### config.mk
export PLATFORM = sky130hd
export DESIGN_NAME = cspl_ram
export DESIGN_NICKNAME = d
export VERILOG_FILES = /design/src/sv/cspl_ram.sv
export SDC_FILE = /design/constraint.sdc
export NUM_CORES = 1
export LEC_CHECK = 0
export ABC_AREA = 0
export BUFFER_PORTS_ARGS = -buffer_cell sky130_fd_sc_hd__buf_2
export CAP_MARGIN = 20
export CORE_MARGIN = 1
export CORE_UTILIZATION = 30
export CTS_BUF_LIST = sky130_fd_sc_hd__clkbuf_4 sky130_fd_sc_hd__clkbuf_8
export DETAILED_ROUTE_END_ITERATION = 8
export PLACE_DENSITY = 0.53
export SETUP_SLACK_MARGIN = 0.3
export SYNTH_ARGS = -nofsm -noshare
export SYNTH_HDL_FRONTEND = slang
export SYNTH_SLANG_ARGS = --single-unit
export TNS_END_PERCENT = 20
### constraint.sdc
create_clock -name clk -period 8.75 [get_ports clk]
set_input_delay 1.3125 -clock clk [delete_from_list [all_inputs] [get_ports clk]]
set_output_delay 1.3125 -clock clk [all_outputs]
set_load 0.01 [all_outputs]
### src/sv/cspl_ram.sv
// Generic simple dual-port RAM with registered read.
`default_nettype none

module cspl_ram #(
    parameter int WIDTH = 32,
    parameter int DEPTH = 32
) (
    input  wire logic                     clk,
    input  wire logic                     we,
    input  wire logic [$clog2(DEPTH)-1:0] waddr,
    input  wire logic [WIDTH-1:0]         wdata,
    input  wire logic                     re,
    input  wire logic [$clog2(DEPTH)-1:0] raddr,
    output logic      [WIDTH-1:0]         rdata
);

    logic [WIDTH-1:0] mem [DEPTH];

    always_ff @(posedge clk)
    begin
        if (we)
        begin
            mem[waddr] <= wdata;
        end
        if (re)
        begin
            rdata <= mem[raddr];
        end
    end

endmodule

`default_nettype wire

# Word-level counts from Yosys, hierarchy flattened
# Memories as Yosys holds them, arrays and structs flattened. A register that Yosys moved wholly into a read port is not among the register bits.
# Cells that the tools add are included.
# W data, S select, Z words.
[word_totals]
n_memories = 1
ff_bits = 0
mem_bits_rw = 1024
inputBits = 45
elab_cells = 3
[op_classes]
mux = 2
[memory_table]
columns = ["name", "words", "width", "rd", "rd_ports_with_merged_regs", "wr", "line_no", "rtl"]
rows = [
  ["mem", 32, 32, 1, 1, 1, "17", "logic [WIDTH-1:0] mem [DEPTH];"],
]
[ops]
columns = ["cell", "n"]
rows = [
  ["$mux W1", 2],
]

# Depth between registers and ports, before layout
# Gate-level depths: netlist of the first run.
[logic_depth]
word_depth = 2
depth_mapped = 8

# Worst setup path before layout of the first run
# Ideal clock, no wire load.
[synth_path]
path_type = "in2reg"
startpoint = "input port waddr[1]"
endpoint = "memory mem[12][0] (enable)"
t_arrival_ns = 3.325
setup_slack_ns = 5.003
path_stages = 3
setup_ns = 0.421
cell_sequence = "or3b_2 -> clkbuf_1 -> nor2_1"
[synth_rtl]
columns = ["item", "line_no", "rtl"]
rows = [
  ["from (decl)", "10", "input wire logic [$clog2(DEPTH)-1:0] waddr,"],
  ["to (decl)", "17", ""],
]
# No word-level cell before the write port.

==> metrics.txt, run 1 <==
Top FF cell, synth=edfxtp_1; Post-CTS Resized=0; asr flop ratio synth=0%; Detailed Routing Iterations Pass 1=5; Clock Sinks=roughly 1100; drc violations=0; Seq/Total Area, Yosys=77.7%; Max FO, Critical Path=~140; Setup Skew=between 0.02 and 0.03 ns; RSZ-0062 raised after global routing=no; GPL Wtd Cong=0.708; Die ar.=about 140000 um^2; largest net degree at the start of global routing=between 100 and 150; WL final=108000 um; FP Rows=134; critical path launch point type=input pin; DR vias=21200; NumNets Final=between 2000 and 2500; Internal Power=~8 mW; H-tree depth=4; Mapped Cells=2260; TNS Setup=0 ns; Worst EP arrival=3.82 ns; share of layout cells above drive strength 1=16.6%; initial antenna violation count=12; DRT antenna net count=0; Syn. warnings=0; f_max=roughly 0.31 GHz; Port Buffers=76; Slew @ Worst Pin=approximately 1.1 ns; CTS clk-pin slew, worst paths=around 0.060 ns; dpl cells=4022; Initial Util=30.4%; hold crit path type=reg2reg; leakage power=about 16 nW; CTS Buf Count=173; die extent in y=371 um; Pwr Density=about 220 nW/um^2; Crit. End Element=flop; final setup fails=0; grt total ovfl=0; Final period util=37.3%; #FFs+latches synth=1056; maximum vdd drop=0.124 mV; Clock Path Buffers=3; Worst-Skew Late Latency=roughly 0.83 ns; CTS Root Cell=clkbuf_8; required time worst endpoint=approximately 9.3 ns; Core ar.=134000 um^2; Clock power frac=approximately 40%; routed len/inst=24.8 um; HPWL Detailed=52400 um; hold_buf cts=0; Crit Path Category=in2reg; area delta synth->final=14.3%; Max-Cap Viols=0; Gate power share=about 5.0%; switching share of power=roughly 22%; max-slew violations=0; Post-Layout Cell Count=4337; post-layout minimum cycle time=3.27 ns; Design Power=~10 mW; CTS tree=yes; IO Count=77; Synth Net Count=2305; Post-CTS Repair Setup Buffers=0; endpoints failing hold=0; Synth Cell Area=40800 um^2; Avg Synthesized Cell Area=18.1 um^2; Die X=371 um; design area=approximately 47000 um^2; DR vias/cell=around 5; GRT Overall Usage=between 10% and 20%; Net Switching=between 2 and 2.5 mW; slew margin rel.=about 25%; post-placement cell area=43300 um^2; EDFF count, synth=between 1000 and 1500; register share of total power=between 50% and 60%; Yosys cell types=24; outcome=complete, no violations; vias in the first global route=21900; DRT iter0 DRCs=between 1500 and 2000; first-pass GRT wire length=154000 um
==> flip-flops by register name (all words and copies together) (netlist names) <==
signal and cells:
mem 1024, rdata 32
==> power groups by stage <==
stage          Combinational (mW)  Sequential [mW]  Clock [mW]
6_report                    0.513             5.67        4.09
5_1_grt                     0.553             5.68        4.40
4_1_cts                     0.519             5.68        4.19
3_5_place_dp                0.518             5.78           0
3_3_place_gp                0.508             5.78           0
2_1_floorplan               0.291             5.78           0
==> area by class of cell <==
class	count	area, um^2
flip-flops and latches	1056	31700
clock buffers	238	2890
multi-input cells	1077	8610
fillers	12600	87500
repair buffers	121	806
clock inverters	70	385
diodes	7	17.5
well taps	1768	2210
==> worst max-delay path, stage by stage <==
cell and delay [ns]:
buf_8 0.61, buf_12 0.72, mux2i_1 0.28, a22o_1 0.17, nor3_1 0.06, a31oi_1 0.22, nand3_1 0.11
==> through the flow <==
step                worst slack [ns]  hold slack [ns]  utilization, %
floorplan                       5.00            0.629               -
global placement                4.65            0.659            32.3
detailed placement              4.61            0.673            32.3
CTS                             5.54            0.663            34.8
global route                    5.39            0.715            34.8
finish                          5.48            0.674            34.8
==> cell families (layout without fill, tap and decap cells) <==
logic type | after synthesis | count (layout) | synth area share (%)
compound gates | 288 | 288 | 4.81
mux | 512 | 512 | 12.6
buf+inv | 127 | 429 | 1.85
flops | 1056 | 1056 | 77.7
other cells | 0 | 7 | 0
simple gates | 277 | 277 | 3.08
==> layer usage <==
layer  up-vias  track usage, %  share of wire (%)
met5         -               0              0.040
met4         8            4.80                2.1
met3       165            3.37                5.7
met2       579            25.8                 48
met1     11100            20.4                 44
li1       9397               -                  -
==> Yosys cell counts, types with 2 or more instances <==
master / count / share of area (%)
nand2_1: 98 / 0.90
nand3b_1: 5 / 0.092
buf_2: 26 / 0.32
a22oi_1: 96 / 1.8
nand3_1: 98 / 1.2
clkbuf_4: 2 / 0.037
nand2b_1: 2 / 0.031
buf_4: 33 / 0.61
mux2i_1: 512 / 13
a31oi_1: 32 / 0.49
clkbuf_1: 46 / 0.42
or3b_2: 3 / 0.064
buf_6: 15 / 0.41
nor2_1: 34 / 0.31
a22o_1: 64 / 1.4
buf_1: 5 / 0.046
a21oi_1: 96 / 1.2
nor3_1: 32 / 0.39
edfxtp_1: 1056 / 78
==> path summary, 6_finish.rpt <==
| path | startpoint | cells after the start | slack [ns] | endpoint |
|---|---|---|---|---|
| worst max register to register | mem[5][17] | 5 | 7.08 | rdata[17] |
| worst min-delay path | mem[16][5] | 4 | 0.67 | rdata[5] |
| worst max-delay path | raddr[0] | 7 | 5.48 | rdata[31] |
| worst min register to register | mem[16][5] | 4 | 0.67 | rdata[5] |
==> cell usage in the layout, fill, tap and decap left out, drive strengths merged <==
| master | count |
|---|---|
| nand2 | 98 |
| diode | 7 |
| clkinv | 56 |
| nand3b | 5 |
| buf | 121 |
| or2 | 1 |
| nor2 | 34 |
| mux2i | 512 |
| or3 | 1 |
| a22o | 64 |
| nor3 | 32 |
| and2 | 1 |
| nand2b | 2 |
| edfxtp | 1056 |
| and2b | 1 |
| bufinv | 2 |
| nand3 | 98 |
| a22oi | 96 |
| or3b | 3 |
| clkinvlp | 5 |
| a31oi | 32 |
| nor2b | 1 |
| a21oi | 96 |
| clkbuf | 238 |
| inv | 7 |
No activity file was read; power rests on OpenSTA's default activity.
==> run 2: changes to the inputs <==
--- a/config.mk
+++ b/config.mk
@@ -5,7 +5,7 @@
 export SDC_FILE = /design/constraint.sdc
 export NUM_CORES = 1
 export LEC_CHECK = 0
-export ABC_AREA = 0
+export ABC_AREA = 1
 export BUFFER_PORTS_ARGS = -buffer_cell sky130_fd_sc_hd__buf_2
 export CAP_MARGIN = 20
 export CORE_MARGIN = 1
==> constraint.sdc (replaced) <==
create_clock -name clk -period 3.2 [get_ports clk]
set_input_delay 0.48 -clock clk [delete_from_list [all_inputs] [get_ports clk]]
set_output_delay 0.48 -clock clk [all_outputs]
set_load 0.01 [all_outputs]
==> run 2 against run 1 <==
  * Worst setup slack worse by 4.5 ns
  * Sequential power rose to 2.7 times the previous value
  * Clock skew shrank 0.0010 ns
  * Critical path type is now reg2out
  * Hold slack got worse by 0.56 ns
  * Synthesized cell count rose by 56%
  * Count of clock-buffer cells in the layout rose by 3
  * Sequential share of layout area shrank 2.9 points
==> metrics.txt, run 2 <==
RSZ-0062 raised after global routing=no; WP depth=1 (-6); Worst EP arrival=1.69 ns (-2.13 ns); GRT met3 Usage=3.42% (+0.049 points); first-pass GRT wire length=181000 um (+18%); Synth Cell Area=42700 um^2 (+4.7%); outcome=complete, no violations; DR vias/cell=4.77 (-2.6%); top cells by count, synth=1440 x nand2_1, 1056 x edfxtp_1, 780 x nand3_1; DRT iter0 DRCs=2247 (+41%); reg2reg start=mem[27][24]; area leader, netlist=edfxtp_1; largest net degree at the start of global routing=130 (-7.1%); Post-CTS Repair Setup Buffers=0 (unchanged); Core ar.=141000 um^2 (+5.4%); vias in the first global route=26500 (+21%); Detailed Routing Iterations Pass 1=5 (unchanged); TNS Setup=0 ns (unchanged); CTS tree=yes; fillers=13800 (+9.8%); slowest stage cell, crit path=edfxtp_1; Crit path largest cell delay=0.61 ns (-0.11 ns); area delta synth->final=14.0%; WL final=124000 um (+15%); drc violations=0 (unchanged); CTS Buf Count=170 (-1.7%); H-tree depth=4 (unchanged); FP Rows=138 (+3.0%); Clock Path Buffers=3 (unchanged); GPL Wtd Cong=0.745 (+5.3%); leakage power=17.5 nW (+10%); HPWL Detailed=61300 um (+17%); initial antenna violation count=13 (+1); Crit Path Category=reg2out; share of layout cells above drive strength 1=12.6% (-4.0 points); area share of the leading cell type in the synthesized netlist=74.2% (-3.5 points); capturing point of the worst reg2reg path=rdata[24]; max-slew violations=0 (unchanged); endpoints failing hold=0 (unchanged); Clock Sinks=1056 (unchanged); IO Count=77 (unchanged); CTS clk-pin slew, worst paths=0.06 ns (about the same); grt total ovfl=0 (unchanged); NumNets Final=3711 (+50%); Initial Util=30.2% (-0.21 points); DR vias=27100 (+28%); critical path buffer and inverter count=1 (-1); Critical Path End=rdata[16]; Max FO, Critical Path=1 (-99%); flop2flop setup slack=1.75 ns (-5.33 ns); met1 usage=22.2% (+1.8 points); #FFs+latches synth=1056 (unchanged); Largest Register=mem; Die ar.=144000 um^2 (+4.7%); Worst setup startpoint=rdata[16]; Crit. End Element=primary output; required time worst endpoint=2.72 ns (-6.58 ns); Synth Net Count=3581 (+55%); busiest grt layer=met2; Port Buffers=76 (unchanged); GRT Overall Usage=17.3% (+1.7 points); post-layout util=34.4% (-0.33 points); hold_buf cts=0 (unchanged); synth top area cells=edfxtp_1 74%, nand2_1 13%, nand3_1 9.1%; Max-Cap Viols=0 (unchanged); Pwr Density=586 nW/um^2 (+170%); Post-CTS Resized=0 (unchanged); cell family with most CP delay=flip-flops; DRT antenna net count=0 (unchanged); max FFs per register=1024 (unchanged); Final period util=67.9%; maximum vdd drop=0.410 mV (+230%); f_max=0.460 GHz; Mapped Cells=3536 (+56%); Seq/Total Area, Yosys=74.2% (-3.5 points); count leader, synth=nand2_1; slew margin rel.=41.7% (+16 points); die extent in y=379 um (+2.3%); Slew @ Worst Pin=0.875 ns (-0.246 ns); commonest cells after routing, fill and taps aside=1440 x nand2_1, 1056 x edfxtp_1, 780 x nand3_1; Die X=379 um (+2.3%); Syn. warnings=0 (unchanged); Avg Synthesized Cell Area=12.1 um^2 (-33%); post-layout minimum cycle time=2.17 ns; Yosys cell types=13 (-46%); Top FF cell, synth=edfxtp_1; largest registers=mem x1024, rdata x32; critical path launch point type=flop; final setup fails=0 (unchanged); Setup Skew=0.0281 ns (-0.00105 ns); CP Cell Sequence=buf_2; commonest non-fill, non-tap cell in the layout=nand2_1; asr flop ratio synth=0% (unchanged); CTS Root Cell=clkbuf_8; worst reg-to-reg path cell count=8 (+3); hold crit path type=in2reg; EDFF count, synth=1056 (unchanged); met2 Usage GRT=29.3% (+3.5 points); Worst-Skew Late Latency=0.88 ns (+0.05 ns); routed len/inst=21.8 um (-12%)
## run 2: cell count changes in the layout (fill, tap and decap cells not counted), sizes merged, moves of 55 or more
cell / before / now
nand2: 98 / 1440
buf: 121 / 176
a22o: 64 / 0
a21oi: 96 / 0
nand3: 98 / 780
a22oi: 96 / 0
mux2i: 512 / 0
## run 2: cell families (layout without fill, tap and decap cells)
| group | Yosys count | count (layout) | synth area share (%) |
|---|---|---|---|
| buf+inv | 228 | 492 | 3.71 |
| other cells | 0 | 3 | 0 |
| simple gates | 2252 | 2252 | 22.1 |
| flops | 1056 | 1056 | 74.2 |
## run 2: per-stage QoR
step	worst slack [ns]	power (mW)	instances	instance area, um^2	hold WS (ns)
6_report	1.03	28.5	5693	48700	0.112
5_1_grt	1.00	29.5	5692	48700	0.0896
4_1_cts	0.998	28.8	5690	48700	0.0285
3_5_place_dp	0.774	17.6	5384	45400	0.806
3_3_place_gp	0.818	17.6	5384	45400	0.807
2_1_floorplan	0.644	16.8	3536	42700	0.579
## run 2: report_power, final
group / internal [mW] / switching [mW]
logic: 0.469 / 1.30
registers: 15.4 / 0.0610
clock network: 5.90 / 5.35
## run 2: layout make-up
class                   instances  area [um^2]  area share (%)
clock buffers                 241         2890            5.94
multi-input cells            2252         9670            19.9
inverters                      10         67.6           0.139
well taps                    1890         2360            4.86
clock inverters                65          354           0.727
diodes                          3         7.51          0.0154
repair buffers                176         1640            3.36
flip-flops and latches       1056        31700            65.1
## run 2: worst min-delay path by stage
stage,start,end,slack [ns],cells past startpoint
finish,wdata[4],mem[8][4],0.11,1
global placement,mem[26][27],rdata[27],0.81,8
global route,wdata[5],mem[24][5],0.09,1
CTS,wdata[6],mem[11][6],0.03,1
detailed placement,mem[26][27],rdata[27],0.81,8
floorplan,wdata[0],mem[0][0],0.58,0
## run 2: layer usage
metal	vias to the layer above	wire, um
li1	12700	-
met1	13500	53400
met2	763	60900
met3	184	6790
met4	14	2740
met5	-	64
==> run 3: changes to the inputs <==
--- a/config.mk
+++ b/config.mk
@@ -5,14 +5,14 @@
 export SDC_FILE = /design/constraint.sdc
 export NUM_CORES = 1
 export LEC_CHECK = 0
-export ABC_AREA = 1
+export ABC_AREA = 0
 export BUFFER_PORTS_ARGS = -buffer_cell sky130_fd_sc_hd__buf_2
 export CAP_MARGIN = 20
 export CORE_MARGIN = 1
 export CORE_UTILIZATION = 30
 export CTS_BUF_LIST = sky130_fd_sc_hd__clkbuf_4 sky130_fd_sc_hd__clkbuf_8
 export DETAILED_ROUTE_END_ITERATION = 8
-export PLACE_DENSITY = 0.53
+export PLACE_DENSITY = 0.55
 export SETUP_SLACK_MARGIN = 0.3
 export SYNTH_ARGS = -nofsm -noshare
 export SYNTH_HDL_FRONTEND = slang
==> constraint.sdc (replaced) <==
create_clock -name clk -period 1.8 [get_ports clk]
set_input_delay 0.27 -clock clk [delete_from_list [all_inputs] [get_ports clk]]
set_output_delay 0.27 -clock clk [all_outputs]
set_load 0.01 [all_outputs]
==> run 3 against run 2 <==
  * The run now ends with setup timing left
  * Hold slack better by 0.087 ns
  * Core utilization up 2.5 points
  * Global-route usage down 1.0 points
  * Die area down 4.5%
  * Routed wire length down 9.9%
  * Critical path type unchanged
  * Critical endpoint is now rdata[8]
==> metrics.txt, run 3 (synthesis gave the netlist of run 1 again) <==
critical path buffer and inverter count=1 (unchanged); commonest cells after routing, fill and taps aside=1056 x edfxtp_1, 512 x mux2i_1, 168 x clkbuf_8; Initial Util=30.4% (+0.21 points); GPL Wtd Cong=0.785 (+5.3%); max-slew violations=0 (unchanged); IO Count=77 (unchanged); HPWL Detailed=66700 um (+8.9%); share of layout cells above drive strength 1=21.8% (+9.3 points); Max-Cap Viols=0 (unchanged); DR vias/cell=4.90 (+2.8%); post-layout minimum cycle time=1.85 ns; met1 usage=21.4% (-0.84 points); largest registers=mem x1024, rdata x32; Slew @ Worst Pin=0.571 ns (-0.303 ns); Net Switching=11.4 mW (+69%); Worst-Skew Late Latency=0.83 ns (-0.05 ns); drc violations=0 (unchanged); Crit path largest cell delay=0.55 ns (-0.06 ns); grt total ovfl=0 (unchanged); Internal Power=39.0 mW (+79%); routed len/inst=24.6 um (+13%); leakage power=17.3 nW (-1.2%); GRT Overall Usage=16.2% (-1.0 points); hold crit path type=in2reg; WL final=112000 um (-9.9%); Hold WS=0.200 ns (+0.0871 ns); NumNets Final=2686 (-28%); Clock Path Buffers=3 (unchanged); met2 Usage GRT=26.8% (-2.5 points); slowest stage cell, crit path=edfxtp_1; die extent in y=371 um (-2.3%); final setup fails=2 (+2); outcome=finished, violations left; busiest grt layer=met2; failing checks=setup timing; vias in the first global route=23100 (-13%); FP Rows=134 (-2.9%); CP Cell Sequence=buf_2; slew margin rel.=61.9% (+20 points); dpl cells=4208 (-22%); area delta synth->final=21.6%; register share of total power=54.8% (+0.5 points); Final period util=103%; f_max=~0.54 GHz; worst setup margin=-0.0550 ns (-1.08 ns); Largest Register=mem; first-pass GRT wire length=160000 um (-11%); GRT met3 Usage=3.15% (-0.27 points); initial antenna violation count=10 (-3); maximum vdd drop=0.588 mV (+44%); Crit Path Category=reg2out; DRT antenna net count=0 (unchanged); reg2reg start=mem[5][15]; Max FO, Critical Path=1 (unchanged); Die ar.=137000 um^2 (-4.5%); endpoints failing hold=0 (unchanged); cell family with most CP delay=flip-flops; Worst setup startpoint=rdata[8]; CTS clk-pin slew, worst paths=0.06 ns (about the same); CTS Buf Count=166 (-2.4%); switching share of power=22.5% (-0.99 points); Worst EP arrival=1.58 ns (-0.11 ns); Detailed Routing Iterations Pass 1=5 (unchanged); Port Buffers=76 (unchanged); H-tree depth=4 (unchanged); CTS tree=yes; post-layout util=37.0% (+2.5 points); RSZ-0062 raised after global routing=yes; Crit. End Element=primary output; Clock Sinks=1056 (unchanged); Post-Layout Cell Count=4539 (-20%); Die X=371 um (-2.3%); max FFs per register=1024 (unchanged); HP Start=waddr[3]; DRT iter0 DRCs=1887 (-16%); commonest non-fill, non-tap cell in the layout=edfxtp_1; DR vias=22300 (-18%); Clock power frac=39.2% (-0.2 points); required time worst endpoint=1.53 ns (-1.19 ns); CTS Root Cell=clkbuf_8; Gate power share=6.0% (-0.2 points); Setup Skew=0.0617 ns (+0.0337 ns); Pwr Density=1020 nW/um^2 (+73%); critical path launch point type=flop; Core ar.=134000 um^2 (-5.2%); largest net degree at the start of global routing=46 (-65%)
-- run 3: cell type report --
type                    instances  area [um^2]
fillers                     12400        84500
diodes                          6         15.0
clock inverters                76          528
multi-input cells            1077         8640
flip-flops and latches       1056        31700
repair buffers                340         3830
clock buffers                 216         2670
well taps                    1768         2210
-- run 3: path summary, 6_finish.rpt --
check	to	slack, ns	cells after the start
hold reg to reg	rdata[6]	0.63	4
hold / removal	mem[14][4]	0.20	4
setup reg to reg	rdata[15]	0.35	6
setup / recovery	rdata[8]	-0.05	1
-- run 3: metal layers --
layer / wire, um / vias to the layer above
li1: - / 9823
met1: 48100 / 11500
met2: 54200 / 699
met3: 6510 / 183
met4: 2840 / 6
met5: 41 / -
-- run 3: repair_timing --
item,in CTS,in global routing
gates resized for setup,10,10
pin swaps,0,2
buffers inserted,0,0
endpoints found under the setup margin,33,33
hold endpoints to repair,1056,0
hold buffers,33,0
-- run 3: worst reg2reg max path, delay by kind of cell, from the launching register on --
family | cells | cell delay (ns)
compound gates | 2 | 0.34
mux | 1 | 0.17
flops | 1 | 0.37
simple gates | 2 | 0.14
buf+inv | 1 | 0.16
-- run 3: power groups by stage --
stage,combinational [mW],sequential (mW),clock (mW)
final,3.01,27.6,19.7
after global routing,3.22,27.6,21.2
after floorplan,1.45,28.1,0
after detailed placement,2.93,28.1,0
after global placement,2.87,28.1,0
after CTS,3.02,27.6,20.2
-- run 3: metrics by stage --
step	TNS [ns]	power, mW	instance area (um^2)	setup WS (ns)
after detailed placement	-3.28	31.0	46000	-0.263
after global routing	-0.471	52.0	49600	-0.0955
final	-0.0620	50.4	49600	-0.0550
after global placement	-2.51	31.0	46000	-0.243
after CTS	-0.939	50.8	49500	-0.151
after floorplan	-105.71	29.5	41100	-0.154
